**config.mk**
```make
export PLATFORM = sky130hd
export DESIGN_NAME = modular_exponentiation_unit
export DESIGN_NICKNAME = d
export VERILOG_FILES = /design/src/hw/rtl/mexp_pkg.sv /design/src/hw/rtl/mexp_dp.sv /design/src/hw/rtl/mexp_ctrl.sv /design/src/hw/rtl/modular_exponentiation_unit.sv
export SDC_FILE = /design/constraint.sdc
export NUM_CORES = 1
export LEC_CHECK = 0
export ABC_CLOCK_PERIOD_IN_PS = 8500
export BUFFER_PORTS_ARGS = -buffer_cell sky130_fd_sc_hd__buf_2
export CAP_MARGIN = 0
export CORE_MARGIN = 2
export CORE_UTILIZATION = 29
export DETAILED_ROUTE_END_ITERATION = 16
export GPL_TIMING_DRIVEN = 0
export PLACE_DENSITY = 0.51
export SKIP_LAST_GASP = 1
export SLEW_MARGIN = 15
export SYNTH_ARGS = -nofsm -noshare
export SYNTH_HDL_FRONTEND = slang
export SYNTH_SLANG_ARGS = --single-unit
```
**constraint.sdc**
```tcl
create_clock -name clk -period 8.5 [get_ports clk]
set_input_delay 0.85 -clock clk [delete_from_list [all_inputs] [get_ports clk]]
set_output_delay 0.85 -clock clk [all_outputs]
set_load 0.01 [all_outputs]
```
**src/hw/rtl/mexp_pkg.sv**
```systemverilog
// Shared types for the modular exponentiation unit: controller commands and datapath status.
package mexp_pkg;

  // Operation run on the shared bit-serial modular multiplier
  typedef enum logic [1:0] {
    OP_REDUCE  = 2'd0,  // base mod modulus
    OP_MUL_RES = 2'd1,  // result * square mod modulus
    OP_SQUARE  = 2'd2   // square * square mod modulus
  } op_t;

  // Source of the final result
  typedef enum logic [1:0] {
    FIN_ONE  = 2'd0,
    FIN_BASE = 2'd1,
    FIN_ERR  = 2'd2,
    FIN_POW  = 2'd3
  } fin_t;

  // Controller to datapath
  typedef struct packed {
    logic load;
    logic mul_start;
    logic mul_step;
    logic write_back;
    logic fin;
    op_t  op;
    fin_t fin_sel;
  } cmd_t;

  // Datapath to controller
  typedef struct packed {
    logic exp_zero;
    logic exp_one;
    logic mod_zero;
    logic e_zero;
    logic e_lsb;
    logic cnt_last;
  } status_t;

endpackage

```
**src/hw/rtl/mexp_dp.sv**
```systemverilog
// Datapath: operand registers, bit-serial modular multiplier and result register.
module mexp_dp #(
  parameter int OPERAND_WIDTH = 32
) (
  input  logic                     clk,
  input  logic                     rst_n,
  input  logic [OPERAND_WIDTH-1:0] in_base,
  input  logic [OPERAND_WIDTH-1:0] in_exponent,
  input  logic [OPERAND_WIDTH-1:0] in_modulus,
  input  mexp_pkg::cmd_t           cmd,
  output mexp_pkg::status_t        status,
  output logic [OPERAND_WIDTH-1:0] out_result,
  output logic                     out_zero_modulus_error,
  output logic                     out_valid
);
  import mexp_pkg::*;

  localparam int W  = OPERAND_WIDTH;
  localparam int CW = $clog2(W);

  logic [W-1:0]  base_r, e_r, mod_r, res_r, sq_r, acc_r, ysh_r;
  logic [CW-1:0] cnt_r;
  logic [W-1:0]  out_result_r;
  logic          out_err_r;
  logic          out_valid_r;

  logic [W-1:0]  mul_x;
  logic [W:0]    dbl, dbl_red, sum, sum_red, mod_ext;
  logic [W-1:0]  acc_nxt;

  // Multiplicand for the current operation
  always_comb begin
    case (cmd.op)
      OP_REDUCE:  mul_x = W'(1);
      OP_MUL_RES: mul_x = res_r;
      OP_SQUARE:  mul_x = sq_r;
      default:    mul_x = sq_r;
    endcase
  end

  // One step: acc = 2*acc mod n, then + x mod n when the multiplier bit is set
  always_comb begin
    mod_ext = {1'b0, mod_r};
    dbl     = {acc_r, 1'b0};
    dbl_red = (dbl >= mod_ext) ? (dbl - mod_ext) : dbl;
    sum     = dbl_red + (ysh_r[W-1] ? {1'b0, mul_x} : '0);
    sum_red = (sum >= mod_ext) ? (sum - mod_ext) : sum;
    acc_nxt = sum_red[W-1:0];
  end

  // Operand and working registers
  always_ff @(posedge clk) begin
    if (cmd.load) begin
      base_r <= in_base;
      e_r    <= in_exponent;
      mod_r  <= in_modulus;
      res_r  <= (in_modulus == W'(1)) ? '0 : W'(1);
    end
    if (cmd.mul_start) begin
      acc_r <= '0;
      cnt_r <= '0;
      ysh_r <= (cmd.op == OP_REDUCE) ? base_r : sq_r;
    end else if (cmd.mul_step) begin
      acc_r <= acc_nxt;
      cnt_r <= cnt_r + CW'(1);
      ysh_r <= {ysh_r[W-2:0], 1'b0};
    end
    if (cmd.write_back) begin
      if (cmd.op == OP_MUL_RES) begin
        res_r <= acc_r;
      end else begin
        sq_r <= acc_r;
      end
      if (cmd.op == OP_SQUARE) begin
        e_r <= e_r >> 1;
      end
    end
    if (cmd.fin) begin
      case (cmd.fin_sel)
        FIN_ONE:  out_result_r <= W'(1);
        FIN_BASE: out_result_r <= base_r;
        FIN_ERR:  out_result_r <= '0;
        FIN_POW:  out_result_r <= res_r;
        default:  out_result_r <= res_r;
      endcase
      out_err_r <= (cmd.fin_sel == FIN_ERR);
    end
  end

  // Result strobe
  always_ff @(posedge clk) begin
    if (!rst_n) begin
      out_valid_r <= 1'b0;
    end else begin
      out_valid_r <= cmd.fin;
    end
  end

  always_comb begin
    status.exp_zero = (e_r == '0);
    status.exp_one  = (e_r == W'(1));
    status.mod_zero = (mod_r == '0);
    status.e_zero   = (e_r == '0);
    status.e_lsb    = e_r[0];
    status.cnt_last = (cnt_r == CW'(W - 1));
  end

  assign out_result             = out_result_r;
  assign out_zero_modulus_error = out_err_r;
  assign out_valid              = out_valid_r;

endmodule

```
**src/hw/rtl/mexp_ctrl.sv**
```systemverilog
// Controller: sequences reduction, multiply and square passes over the exponent bits.
module mexp_ctrl (
  input  logic              clk,
  input  logic              rst_n,
  input  logic              start,
  input  mexp_pkg::status_t status,
  output mexp_pkg::cmd_t    cmd,
  output logic              busy
);
  import mexp_pkg::*;

  typedef enum logic [5:0] {
    S_IDLE   = 6'b000001,
    S_CHECK  = 6'b000010,
    S_MSTART = 6'b000100,
    S_MSTEP  = 6'b001000,
    S_WB     = 6'b010000,
    S_NEXT   = 6'b100000
  } state_t;

  state_t state_r, state_nxt;
  op_t    op_r, op_nxt;

  always_ff @(posedge clk) begin
    if (!rst_n) begin
      state_r <= S_IDLE;
      op_r    <= OP_REDUCE;
    end else begin
      state_r <= state_nxt;
      op_r    <= op_nxt;
    end
  end

  // Next state and commands
  always_comb begin
    state_nxt   = state_r;
    op_nxt      = op_r;
    cmd         = '0;
    cmd.op      = op_r;
    cmd.fin_sel = FIN_POW;
    case (state_r)
      S_IDLE: begin
        if (start) begin
          cmd.load  = 1'b1;
          state_nxt = S_CHECK;
        end
      end
      // special cases finish at once
      S_CHECK: begin
        if (status.exp_zero) begin
          cmd.fin     = 1'b1;
          cmd.fin_sel = FIN_ONE;
          state_nxt   = S_IDLE;
        end else if (status.exp_one) begin
          cmd.fin     = 1'b1;
          cmd.fin_sel = FIN_BASE;
          state_nxt   = S_IDLE;
        end else if (status.mod_zero) begin
          cmd.fin     = 1'b1;
          cmd.fin_sel = FIN_ERR;
          state_nxt   = S_IDLE;
        end else begin
          op_nxt    = OP_REDUCE;
          state_nxt = S_MSTART;
        end
      end
      S_MSTART: begin
        cmd.mul_start = 1'b1;
        state_nxt     = S_MSTEP;
      end
      S_MSTEP: begin
        cmd.mul_step = 1'b1;
        if (status.cnt_last) begin
          state_nxt = S_WB;
        end
      end
      // a multiply into the result is always followed by a squaring
      S_WB: begin
        cmd.write_back = 1'b1;
        if (op_r == OP_MUL_RES) begin
          op_nxt    = OP_SQUARE;
          state_nxt = S_MSTART;
        end else begin
          state_nxt = S_NEXT;
        end
      end
      S_NEXT: begin
        if (status.e_zero) begin
          cmd.fin     = 1'b1;
          cmd.fin_sel = FIN_POW;
          state_nxt   = S_IDLE;
        end else begin
          op_nxt    = status.e_lsb ? OP_MUL_RES : OP_SQUARE;
          state_nxt = S_MSTART;
        end
      end
      default: begin
        state_nxt = S_IDLE;
      end
    endcase
  end

  assign busy = (state_r != S_IDLE);

endmodule

```
**src/hw/rtl/modular_exponentiation_unit.sv**
```systemverilog
// Exponent 0 or 1 or a zero modulus finishes straight from the check, with no multiply.
// Otherwise the base is first reduced by the modulus, then each exponent bit runs a
// squaring pass, preceded by a multiply into the result when the bit is set, all on the
// shared bit-serial modular multiplier. One item at a time: busy stays high until the
// result is computed. The result is shown for one cycle with out_valid; no receiver stall.
// Reset (rst_n low, synchronous) returns the controller to idle and clears out_valid.
module modular_exponentiation_unit #(
  parameter int OPERAND_WIDTH = 32
) (
  input  logic                     clk,
  input  logic                     rst_n,
  input  logic                     start,
  output logic                     busy,
  input  logic [OPERAND_WIDTH-1:0] in_base,
  input  logic [OPERAND_WIDTH-1:0] in_exponent,
  input  logic [OPERAND_WIDTH-1:0] in_modulus,
  output logic                     out_valid,
  output logic [OPERAND_WIDTH-1:0] out_result,
  output logic                     out_zero_modulus_error
);
  import mexp_pkg::*;

  cmd_t    cmd;
  status_t status;

  mexp_ctrl u_ctrl (
    .clk    (clk),
    .rst_n  (rst_n),
    .start  (start),
    .status (status),
    .cmd    (cmd),
    .busy   (busy)
  );

  mexp_dp #(
    .OPERAND_WIDTH(OPERAND_WIDTH)
  ) u_dp (
    .clk                    (clk),
    .rst_n                  (rst_n),
    .in_base                (in_base),
    .in_exponent            (in_exponent),
    .in_modulus             (in_modulus),
    .cmd                    (cmd),
    .status                 (status),
    .out_result             (out_result),
    .out_zero_modulus_error (out_zero_modulus_error),
    .out_valid              (out_valid)
  );

endmodule

```
# After elaboration in Yosys (flattened, before gate mapping)
# Cells that the tools add are included.
# totals
register_bits,271
input_bits,99
word_cells,95
# classes
n_lt_le_gt_ge,2
reduce_logical,9
add_sub_neg,4
bitwise,1
mux,44
eq_ne,22
# op_table
cell,count
$mux W32,11
$pmux W32 S4,1
$ge A33 B32 Y1,2
$eq A32 B1 Y1 const B,2
$logic_not A32 Y1,2
$pmux W32 S2,1
$pmux W6 S6,1
$add A33 B32 Y33,1
$mux W33,1
$sub A33 B32 Y33,1
$sub A32 B32 Y32,1
$mux W6,4
$mux W2,9
$ne A2 B2 Y1 const B,6
$mux W1,11
$mux W3,3
$eq A2 B2 Y1 const B,3
$eq A6 B1 Y1 const B,1
$eq A6 B2 Y1 const B,1
$eq A6 B3 Y1 const B,1
$eq A6 B4 Y1 const B,1
$eq A6 B5 Y1 const B,1
$eq A6 B6 Y1 const B,1
$ne A6 B1 Y1 const B,1
other kinds (12),15

# Logic depth before layout (Yosys ltp)
# Gate-level depths: netlist of run 1.
# logic_depth
depth_word,7
depth_mapped,35
mapped_depth_nobuf,33

# Hierarchy
# A second synthesis of run 1 with hierarchy kept.
# unflattened
hier_cells,1818
area_unflattened_um2,16908.7
# by_module_without_submodules
mod,instances,seq_area_each_um2,area_each_um2,cells_per_inst
mexp_dp,1,6876.6,16417.0,1763
mexp_ctrl,1,160.2,491.7,55

# Least setup slack after synthesis of run 1
# No wires, ideal clock.
# synth_timing
kind,register to register
startpoint,reg u_dp.mod_r[1]
endpoint,reg u_dp.acc_r[0]
stages_incl_launch_ff,34
setup_slack_ps,1339
t_required_ps,8383
arrival_time_ps,7043
period_less_slack_ps,7161
setup_ps,117
cell_sequence,edfxtp_1 -> inv_1 -> ha_1 -> nor2b_1 -> o2111a_1 -> o21ba_2 -> nor4_2 -> o2111ai_1 -> nand2_1 -> clkbuf_1 -> mux2i_1 -> inv_1 -> fa_1 -> nor2b_1 -> o21ai_0 -> a21oi_1 -> o211a_1 -> o211a_1 -> nor2_1 -> o21ai_0 -> xor2_1 -> ha_1 -> clkbuf_1 -> a21o_1 -> a21oi_1 -> o21ai_0 -> a211o_1 -> o221ai_1 -> nand3_1 -> and3_1 -> o21ai_1 -> clkbuf_1 -> nand4_1 -> a32o_1
# synth_via
elab_chain_len,5
elab_cells_between_ends,7
# synth_rtl
element,line_no,source
"start, declared",mexp_dp.sv:21,"logic [W-1:0] base_r, e_r, mod_r, res_r, sq_r, acc_r, ysh_r;"
"start signal, assigned",mexp_dp.sv:56,mod_r <= in_modulus;
$sub A33 B32 Y33 / $ge A33 B32 Y1 (equally long branches),mexp_dp.sv:45,dbl_red = (dbl >= mod_ext) ? (dbl - mod_ext) : dbl;
$mux W33,mexp_dp.sv:45,
$add A33 B32 Y33,mexp_dp.sv:46,"sum = dbl_red + (ysh_r[W-1] ? {1'b0, mul_x} : '0);"
$ge A33 B32 Y1 / $sub A32 B32 Y32 (equally long branches),mexp_dp.sv:47,sum_red = (sum >= mod_ext) ? (sum - mod_ext) : sum;
$mux W32 *,mexp_dp.sv:47,
"end signal, assigned",mexp_dp.sv:64,acc_r <= acc_nxt;
"end, declared",mexp_dp.sv:21,
# Every way passes the cells marked *; elsewhere a longest branch is shown, timed or not.
# A chain may end at the register's enable or synchronous reset.

# Final worst setup path of run 1
# layout_timing
startpoint,reg u_dp.acc_r[0]
endpoint,reg u_dp.acc_r[31]
# layout_via
elab_chain_len,5
elab_cells_between_ends,7
# layout_rtl
element,line_no
$sub A33 B32 Y33 / $ge A33 B32 Y1 (equally long branches),mexp_dp.sv:45
$mux W33 *,mexp_dp.sv:45
$add A33 B32 Y33 *,mexp_dp.sv:46
$sub A32 B32 Y32 / $ge A33 B32 Y1 (equally long branches),mexp_dp.sv:47
$mux W32 *,mexp_dp.sv:47
# Marked as above.

==> Flow_metrics.wiki, run 1 <==
{| class="wikitable"
! Metric !! Value
|-
| Die outline height || 241 um
|-
| Post-Synth Simple-Gate Area || 15.8%
|-
| Total via count in the routed design || 14000
|-
| Clock network latency to the later pin of the worst-skew pair || between 0.5 and 0.6 ns
|-
| Result of the run || finished, final reports clean
|-
| Timing-limited maximum frequency || 0.124 GHz
|-
| Final number of max-transition violations || 0
|-
| Starting density of the core || 29.5%
|-
| Detailed Routing Iterations Pass 1 || 5
|-
| Final critical-path setup slack || 0.459 ns
|-
| Capturing element type of the critical path || register
|-
| Register area || 0.00704 sq mm
|-
| Number of synthesized flops with an enable pin || roughly 160
|-
| Crit path max fanout || 10
|-
| Number of distinct library cells after synthesis || 79
|-
| Sinks on Clock Net || 271
|-
| Level count of the clock H-tree || 2
|-
| Standard-cell row count || 86
|-
| Portion of netlist area occupied by mux cells || between 2 and 2.5%
|-
| Ratio of final minimum period to clock period || 94.6%
|-
| Number of failing hold endpoints at the final stage || 0
|-
| Largest net degree at the start of global routing || 42
|-
| Final global-route overflow total || 0
|-
| CTS Root Buffer Type || sky130_fd_sc_hd__clkbuf_16
|-
| Number of global-route vias before repair || about 13000
|-
| Largest delay share family, worst path || compound AO/OA/AOI/OAI gates
|-
| Count of nets left with antenna violations after detail routing || 0
|-
| Slew Limit Headroom || a little over a quarter
|-
| Die area || 0.0581 sq mm
|-
| Count of max-cap constraint violations || 0
|-
| Dominant combinational cell family by area after synthesis || compound AO/OA/AOI/OAI gates
|-
| Sequential area share after synthesis || 43.2%
|-
| Antenna diode count || 0
|-
| Worst hold path type || reg -> reg
|-
| Most used flip-flop cell after synthesis || sky130_fd_sc_hd__edfxtp_1
|-
| Worst-case hold slack || 0.467 ns
|-
| Number of cells on the critical path || 34
|-
| Vias/cell || 5.22
|-
| RSZ-0062 raised after global routing || no
|-
| Area share of fa/ha/maj cells after synthesis || 7.89%
|-
| Crit-path slowest cell || sky130_fd_sc_hd__dfxtp_1
|-
| Arrival time of the worst setup path || 8.45 ns
|-
| Wire length per cell || a little over 20 um
|-
| Critical path buffer and inverter count || 6
|-
| Weighted congestion at the end of routability-driven global placement || about 0.87
|-
| Cts-stage hold buffer count || 0
|-
| Post-Route WL || 53.9 mm
|-
| Type of origin of the critical path || register
|-
| Required time at the endpoint of the critical path || about 8.9 ns
|-
| Area of the core || 0.0553 sq mm
|-
| Half-perimeter wire length of the detailed placement result || 43.1 mm
|-
| Clk pin slew, worst setup/hold paths || 0.06 ns
|-
| IO buf count || 133
|-
| Maximum cell stage delay along the critical path || between 0.6 and 0.7 ns
|-
| Area used by multi-input combinational logic || 0.00873 sq mm
|-
| IO Pins || approximately 130
|-
| Number of cells on the worst hold path || 2
|-
| Clock Tree Buf Depth || 3
|-
| Synthesized cell area || 0.0163 sq mm
|-
| Die span in x || between 200 and 250 um
|-
| Antenna violations before repair || 0
|-
| TritonCTS clock tree || built
|-
| Layout cell share with drive strength beyond 1 || about an eighth
|-
| Total track usage || 18.4%
|-
| Max VDD drop || between 0.1 and 0.15 mV
|-
| Cell count of the worst reg-to-reg path || 34
|-
| Seq cells post-synth || 271
|-
| Syn_nets || 1919
|-
| Critical path start-end classification || reg -> reg
|-
| Number of nets at the end of the flow || 2100
|-
| Final Setup Violations || 0
|-
| Filler instances || 5787
|-
| Synthesized-area fraction occupied by ao, oa, aoi and oai cells || 23.3%
|-
| Detailed-route DRC error count || 0
|-
| Synthesized area per cell || 9.48 sq um
|-
| Worst Setup Slack post-DPL || -1.19 ns
|-
| Worst Tran Pin Value || 1.10 ns
|-
| Area growth from synthesis to layout || 18.7%
|-
| Leakage || 7.74 nW
|-
| Xor-xnor portion of the synthesized cell area || 4.03%
|-
| Number of buffers created by CTS || 34
|-
| Warning count from the yosys run || 0
|-
| Clock Skews || around 0.02 ns
|-
| Initial drt markers || ~1000
|-
| Post-synth ARST share || 0%
|-
| Count of mapped cells out of synthesis || 1719
|-
| Wire length of the first global-routing pass || 81.3 mm
|-
| Power density over cell area || 228 mW/mm^2
|-
| Shortest clock period the worst path allows after layout || 8.04 ns
|}
## what timing repair did
action | 4_1_cts | 5_1_grt
setup endpoints to repair | 32 | 32
setup buffers | 3 | 8
pin swaps | 2 | 4
resized for setup | 10 | 20
cloned | 0 | 0
## flip-flops by register name, indices dropped and copies added (netlist names)
signal	count
u_dp.out_zero_modulus_error	1
u_dp.res_r	32
u_dp.acc_r	32
u_ctrl.state_r	6
u_dp.sq_r	32
u_dp.e_r	32
u_dp.base_r	32
u_dp.cnt_r	5
u_dp.out_result	32
u_ctrl.op_r	2
u_dp.mod_r	32
u_dp.ysh_r	32
u_dp.out_valid	1
## metal layers
layer  wire length [um]  part of all wire (%)  GRT usage [%]  vias to the layer above
met2              23400                    43           28.2                      374
met5                  0                     0              0                        -
met4               1240                   2.3           5.56                        0
met1              26400                    49           26.7                     6655
li1                   -                     -              -                     6871
met3               2810                   5.2           2.77                       64
## worst min-delay path, stage by stage, from the launching register on
cell                      delay, ns
sky130_fd_sc_hd__dfxtp_1       0.31
sky130_fd_sc_hd__nand2_1       0.05
sky130_fd_sc_hd__a21oi_1       0.06
## cell families (layout without fill, tap and decap cells)
kind of cell,after synthesis,in the layout
compound gates,550,550
xor+xnor,75,75
fa+ha+maj,101,101
buf+inv,159,366
flops,271,271
mux,34,34
simple gates,529,529
## per-stage QoR
step / std cells / cell area, sq um / utilization (%) / TNS (ns) / total power, mW
after floorplan: 1719 / 16300 / - / 0 / 2.41
after global placement: 2600 / 17900 / 32.4 / -28.49 / 2.78
after detailed placement: 2603 / 18000 / 32.5 / -32.57 / 2.80
after CTS: 2668 / 19200 / 34.8 / 0 / 4.37
after global routing: 2674 / 19400 / 35.0 / 0 / 4.64
final: 2674 / 19400 / 35.0 / 0 / 4.42
## path summary, 6_finish.rpt
| check | from | to | slack [ns] |
|---|---|---|---|
| worst max register to register | u_dp.acc_r[0] | u_dp.acc_r[31] | 0.46 |
| worst min-delay path | u_dp.cnt_r[4] | u_dp.cnt_r[4] | 0.47 |
| worst min register to register | u_dp.cnt_r[4] | u_dp.cnt_r[4] | 0.47 |
| worst max-delay path | u_dp.acc_r[0] | u_dp.acc_r[31] | 0.46 |
## power by group
part,total (mW),internal [mW],switching [mW]
Sequential,1.52,1.46,0.0609
Clock,1.55,0.963,0.588
Combinational,1.35,0.497,0.851
## final cells by class
cell class	count	area share (%)
multi-input cells	1289	45.1
flip-flops and latches	271	36.3
clock buffers	47	5.07
well taps	748	4.83
repair buffers	147	4.30
plain buffers	88	1.85
inverters	69	1.34
clock inverters	15	1.16
## layout by cell type (no fill, tap or decap), types with 8 or more instances in the layout
| cell type | n |
|---|---|
| sky130_fd_sc_hd__and3_1 | 21 |
| sky130_fd_sc_hd__buf_4 | 11 |
| sky130_fd_sc_hd__nor2b_1 | 44 |
| sky130_fd_sc_hd__o2111ai_1 | 20 |
| sky130_fd_sc_hd__clkbuf_16 | 35 |
| sky130_fd_sc_hd__clkbuf_1 | 77 |
| sky130_fd_sc_hd__nor4_1 | 32 |
| sky130_fd_sc_hd__nand3b_1 | 9 |
| sky130_fd_sc_hd__o21a_1 | 16 |
| sky130_fd_sc_hd__nor2_1 | 100 |
| sky130_fd_sc_hd__buf_2 | 137 |
| sky130_fd_sc_hd__a22o_1 | 65 |
| sky130_fd_sc_hd__xnor2_1 | 44 |
| sky130_fd_sc_hd__o21bai_1 | 11 |
| sky130_fd_sc_hd__nand2b_1 | 15 |
| sky130_fd_sc_hd__nand3_1 | 19 |
| sky130_fd_sc_hd__o21ai_0 | 116 |
| sky130_fd_sc_hd__a311oi_1 | 8 |
| sky130_fd_sc_hd__xor2_1 | 31 |
| sky130_fd_sc_hd__o211ai_1 | 11 |
| sky130_fd_sc_hd__ha_1 | 97 |
| sky130_fd_sc_hd__a22oi_1 | 30 |
| sky130_fd_sc_hd__o31ai_1 | 10 |
| sky130_fd_sc_hd__o311ai_1 | 13 |
| sky130_fd_sc_hd__inv_1 | 66 |
| sky130_fd_sc_hd__nand2_1 | 208 |
| sky130_fd_sc_hd__a31oi_1 | 41 |
| sky130_fd_sc_hd__edfxtp_1 | 161 |
| sky130_fd_sc_hd__nor3_1 | 16 |
| sky130_fd_sc_hd__a21o_1 | 40 |
| sky130_fd_sc_hd__a211oi_1 | 8 |
| sky130_fd_sc_hd__and2_1 | 8 |
| sky130_fd_sc_hd__a21oi_1 | 87 |
| sky130_fd_sc_hd__mux2i_1 | 32 |
| sky130_fd_sc_hd__dfxtp_1 | 110 |
| sky130_fd_sc_hd__nand4_1 | 22 |
## cell usage after synthesis (all sizes together), types with 21 or more instances
| library cell | instances | area, sq um |
|---|---|---|
| nand2 | 209 | 785 |
| edfxtp | 161 | 4830 |
| o21ai | 119 | 596 |
| dfxtp | 110 | 2200 |
| nor2 | 101 | 379 |
| ha | 98 | 1230 |
| a21oi | 89 | 457 |
| clkbuf | 79 | 297 |
| inv | 68 | 255 |
| a22o | 65 | 569 |
| nor2b | 45 | 282 |
| xnor2 | 44 | 385 |
| a31oi | 41 | 257 |
| a21o | 40 | 300 |
| mux2i | 33 | 330 |
| nor4 | 33 | 213 |
| xor2 | 31 | 272 |
| a22oi | 30 | 225 |
| nand4 | 22 | 138 |
| and3 | 21 | 131 |
| o311ai | 21 | 184 |
No activity file was read; power rests on OpenSTA's default activity.
==> inputs of run 2 (changes only) <==
Settings changed: PLACE_DENSITY 0.51 to 0.5, SYNTH_HIERARCHICAL set to 1.
==> run 2 against run 1 <==
  * Final cell count is 4.6% higher
  * Global-route usage shrank 0.13 points
  * Critical path type unchanged
  * First-iteration DRC count decreased by 10%
  * Maximum frequency down 2.5%
  * Clock-buffer cell count up 5
==> Flow_metrics.wiki, run 2 <==
{| class="wikitable"
! Metric !! Value
|-
| Result of the run || finished, final reports clean
|-
| Number of failing hold endpoints at the final stage || 0 (unchanged)
|-
| Layout cell share with drive strength beyond 1 || 13.6% (+1.2 points)
|-
| Vias/cell || 5.07 (-2.9%)
|-
| Cell count of the worst reg-to-reg path || 31 (-8.8%)
|-
| Die area || 0.0603 sq mm (+3.7%)
|-
| Seq cells post-synth || 271 (unchanged)
|-
| Reg2reg end || u_dp/acc_r[22]
|-
| Net switching share of the total power || 26.7% (-7.2 points)
|-
| Weighted congestion at the end of routability-driven global placement || 0.893 (+2.8%)
|-
| Final critical-path setup slack || 0.254 ns (-0.204 ns)
|-
| Number of cells on the critical path || 31 (-8.8%)
|-
| Ratio of final minimum period to clock period || 97.0% (+2.4 points)
|-
| Post-route design area || 0.0201 sq mm (+3.7%)
|-
| Number of buffers created by CTS || 34 (unchanged)
|-
| Count of nets left with antenna violations after detail routing || 0 (unchanged)
|-
| Arrival time of the worst setup path || 8.70 ns (+0.25 ns)
|-
| Max VDD drop || 0.110 mV (-22%)
|-
| Count of max-cap constraint violations || 0 (unchanged)
|-
| Wire length of the first global-routing pass || 83.7 mm (+2.9%)
|-
| Most frequently used cell type in the post-synthesis netlist || sky130_fd_sc_hd__nand2_1
|-
| Worst Tran Pin Value || 1.01 ns (-0.0925 ns)
|-
| Area of the core || 0.0577 sq mm (+4.3%)
|-
| Count of mapped cells out of synthesis || 1818 (+5.8%)
|-
| Type of origin of the critical path || register
|-
| Final number of max-transition violations || 0 (unchanged)
|-
| Die span in x || 245 um (+1.8%)
|-
| Worst hold path type || reg -> reg
|-
| Cts-stage hold buffer count || 0 (unchanged)
|-
| Power density over cell area || 165 mW/mm^2 (-28%)
|-
| Part of the power in registers || 45.8% (+11 points)
|-
| Sw Pwr || 0.884 mW (-41%)
|-
| Library cell appearing most often on the critical path || sky130_fd_sc_hd__buf_4
|-
| Total track usage || 18.3% (-0.13 points)
|-
| Critical path start-end classification || reg -> reg
|-
| Clock Tree Buf Depth || 3 (unchanged)
|-
| Half-perimeter wire length of the detailed placement result || 44.4 mm (+3.1%)
|-
| Required time at the endpoint of the critical path || 8.95 ns (+0.04 ns)
|-
| Setup TNS || 0 ns (unchanged)
|-
| Detailed Routing Iterations Pass 1 || 5 (unchanged)
|-
| End-of-flow core utilization || 34.8% (-0.20 points)
|-
| Initial drt markers || 942 (-10%)
|-
| Fraction of power consumed by the clock network || 41.5% (+6.4 points)
|-
| Leading cell types by total area after synthesis || sky130_fd_sc_hd__edfxtp_1, sky130_fd_sc_hd__dfxtp_1, sky130_fd_sc_hd__ha_1
|-
| Worst Hold End || u_ctrl/op_r[1]
|-
| Dominant cell type by area after synthesis || sky130_fd_sc_hd__edfxtp_1
|-
| Area growth from synthesis to layout || 18.8% (about the same)
|-
| Leakage || 8.52 nW (+10%)
|-
| TritonCTS clock tree || built
|-
| Largest delay share family, worst path || compound AO/OA/AOI/OAI gates
|-
| Shortest clock period the worst path allows after layout || 8.25 ns (+0.204 ns)
|-
| Top library cells by usage in the layout, fill and taps aside || sky130_fd_sc_hd__nand2_1, sky130_fd_sc_hd__edfxtp_1, sky130_fd_sc_hd__nor2_1, sky130_fd_sc_hd__a21oi_1, sky130_fd_sc_hd__buf_2
|-
| Antenna violations before repair || 0 (unchanged)
|-
| Crit path max fanout || 10 (unchanged)
|-
| Final global-route overflow total || 0 (unchanged)
|-
| Maximum cell stage delay along the critical path || 0.51 ns (-0.14 ns)
|-
| Most common cell after layout, fill and taps aside || sky130_fd_sc_hd__nand2_1
|-
| Number of nets at the end of the flow || 2205 (+5.0%)
|-
| Number of cells on the worst hold path || 2 (unchanged)
|-
| Largest net degree at the start of global routing || 36 (-14%)
|-
| Standard-cell row count || 88 (+2.3%)
|-
| Hold_sp || u_ctrl/op_r[1]
|-
| Beginning of the critical path || u_dp/mod_r[1]
|-
| IO Pins || 134 (unchanged)
|-
| Sequential area share after synthesis || 41.6% (-1.5 points)
|-
| Sinks on Clock Net || 271 (unchanged)
|-
| Synthesized area per cell || 9.30 sq um (-1.9%)
|-
| Wire length per cell || 20.1 um (-0.30%)
|-
| Share of total power in combinational logic || 12.7% (-18 points)
|-
| Die outline height || 245 um (+1.8%)
|-
| Standard cell area after detailed placement || 0.0186 sq mm (+3.7%)
|-
| Clock network latency to the later pin of the worst-skew pair || 0.55 ns (about the same)
|-
| Number of global-route vias before repair || 14000 (+3.6%)
|-
| Post-Route WL || 56.2 mm (+4.3%)
|-
| Total power || 3.31 mW (-25%)
|-
| R2R Path Start || u_dp/mod_r[1]
|-
| Syn_nets || 2018 (+5.2%)
|-
| Capturing element type of the critical path || register
|-
| Starting density of the core || 29.3% (-0.17 points)
|-
| Synthesized cell area || 0.0169 sq mm (+3.7%)
|-
| Slew Limit Headroom || 31.7% (+5.6 points)
|-
| Warning count from the yosys run || 6 (+6)
|-
| Timing-limited maximum frequency || 0.121 GHz (-2.5%)
|-
| Post-synth ARST share || 0% (unchanged)
|-
| Level count of the clock H-tree || 2 (unchanged)
|-
| Top cells by instance count after synthesis || sky130_fd_sc_hd__nand2_1, sky130_fd_sc_hd__edfxtp_1, sky130_fd_sc_hd__a21oi_1
|-
| Worst Setup Slack post-DPL || -1.48 ns (-0.291 ns)
|-
| Register area || 0.00704 sq mm (unchanged)
|-
| IO buf count || 133 (unchanged)
|-
| Filler instances || 6021 (+4.0%)
|-
| Final Setup Violations || 0 (unchanged)
|-
| Number of distinct library cells after synthesis || 86 (+8.9%)
|-
| CTS Root Buffer Type || sky130_fd_sc_hd__clkbuf_16
|-
| Detailed-route DRC error count || 0 (unchanged)
|-
| Clk pin slew, worst setup/hold paths || 0.06 ns (about the same)
|-
| Most used flip-flop cell after synthesis || sky130_fd_sc_hd__edfxtp_1
|-
| Number of synthesized flops with an enable pin || 161 (unchanged)
|-
| Crit-path slowest cell || sky130_fd_sc_hd__edfxtp_1
|-
| Total via count in the routed design || 14200 (+1.5%)
|-
| Area used by multi-input combinational logic || 0.00950 sq mm (+8.8%)
|-
| Internal portion of total power || 2.42 mW (-17%)
|-
| Setup slack on the worst flop-to-flop path || 0.25 ns (-0.20 ns)
|-
| Critical path buffer and inverter count || 5 (-1)
|-
| Clock Skews || 0.0240 ns (+0.00410 ns)
|-
| Proportion of netlist area held by the largest area contributor || 28.6% (-1.1 points)
|}
[run 2: changes by cell type after synthesis, moves of 20 or more]
cell	change
sky130_fd_sc_hd__nand3b_1	+28
sky130_fd_sc_hd__a21oi_1	+60
sky130_fd_sc_hd__o2111ai_1	-20
sky130_fd_sc_hd__a22o_1	-63
sky130_fd_sc_hd__a31oi_1	-22
sky130_fd_sc_hd__mux2i_1	+68
sky130_fd_sc_hd__nor2_1	+46
sky130_fd_sc_hd__o21ai_0	-31
[run 2: per-stage QoR]
stage,std cells,hold WS [ns]
after floorplan,1818,0.447
after global routing,2796,0.461
after detailed placement,2721,0.466
after global placement,2716,0.464
after CTS,2789,0.453
final,2797,0.484
[run 2: routing by layer]
layer / part of all wire [%] / vias to the layer above / global-route usage, %
met5: 0 / - / 0
met2: 44 / 365 / 28.7
met1: 49 / 6714 / 26.1
met4: 2.6 / 0 / 5.29
met3: 4.6 / 76 / 2.48
li1: - / 7023 / -
[run 2: power by group through the flow]
stage,Combinational (mW),Sequential (mW),Clock (mW)
finish,0.420,1.51,1.37
global placement,0.395,1.54,0
floorplan,0.283,1.52,0
CTS,0.412,1.51,1.42
global route,0.462,1.52,1.47
detailed placement,0.403,1.54,0
[run 2: tightest hold or removal path, cell delays in order (launching register included)]
cell	delay, ns
sky130_fd_sc_hd__dfxtp_1	0.32
sky130_fd_sc_hd__nand2_1	0.06
sky130_fd_sc_hd__mux2i_1	0.05
[run 2: kinds of logic after synthesis]
family	after synthesis	synth area share, %
DFF	271	41.6
xor gates and xnor gates	85	4.40
muxes	104	6.27
and+or+nand+nor	630	18.2
adders and majority gates	101	7.61
AOI/OAI and AO/OA	465	18.1
buffers and inverters	162	3.82
[run 2: final cells by class]
cell class / count / share of cell area, %
antenna: 1 / 0.0125
buffer: 89 / 2.05
clock buffer: 52 / 4.83
clock inverter: 10 / 0.374
inverter: 71 / 1.33
multi-input combinational: 1386 / 47.3
sequential: 271 / 35.0
tap: 765 / 4.77
timing repair buffer: 152 / 4.31
[run 2: worst max path at each step]
stage	slack, ns	to
final	0.25	u_dp/acc_r[22]
after global routing	-0.02	u_dp/acc_r[17]
after CTS	0.007	u_dp/acc_r[22]
after detailed placement	-1.48	u_dp/acc_r[24]
after global placement	-1.55	u_dp/acc_r[28]
after floorplan	1.11	u_dp/acc_r[31]
[run 2: timing repair]
item / CTS / global route
setup buffers: 6 / 8
pin swaps: 2 / 12
cloned: 0 / 1
setup endpoints to repair: 32 / 32
gates resized for setup: 23 / 49
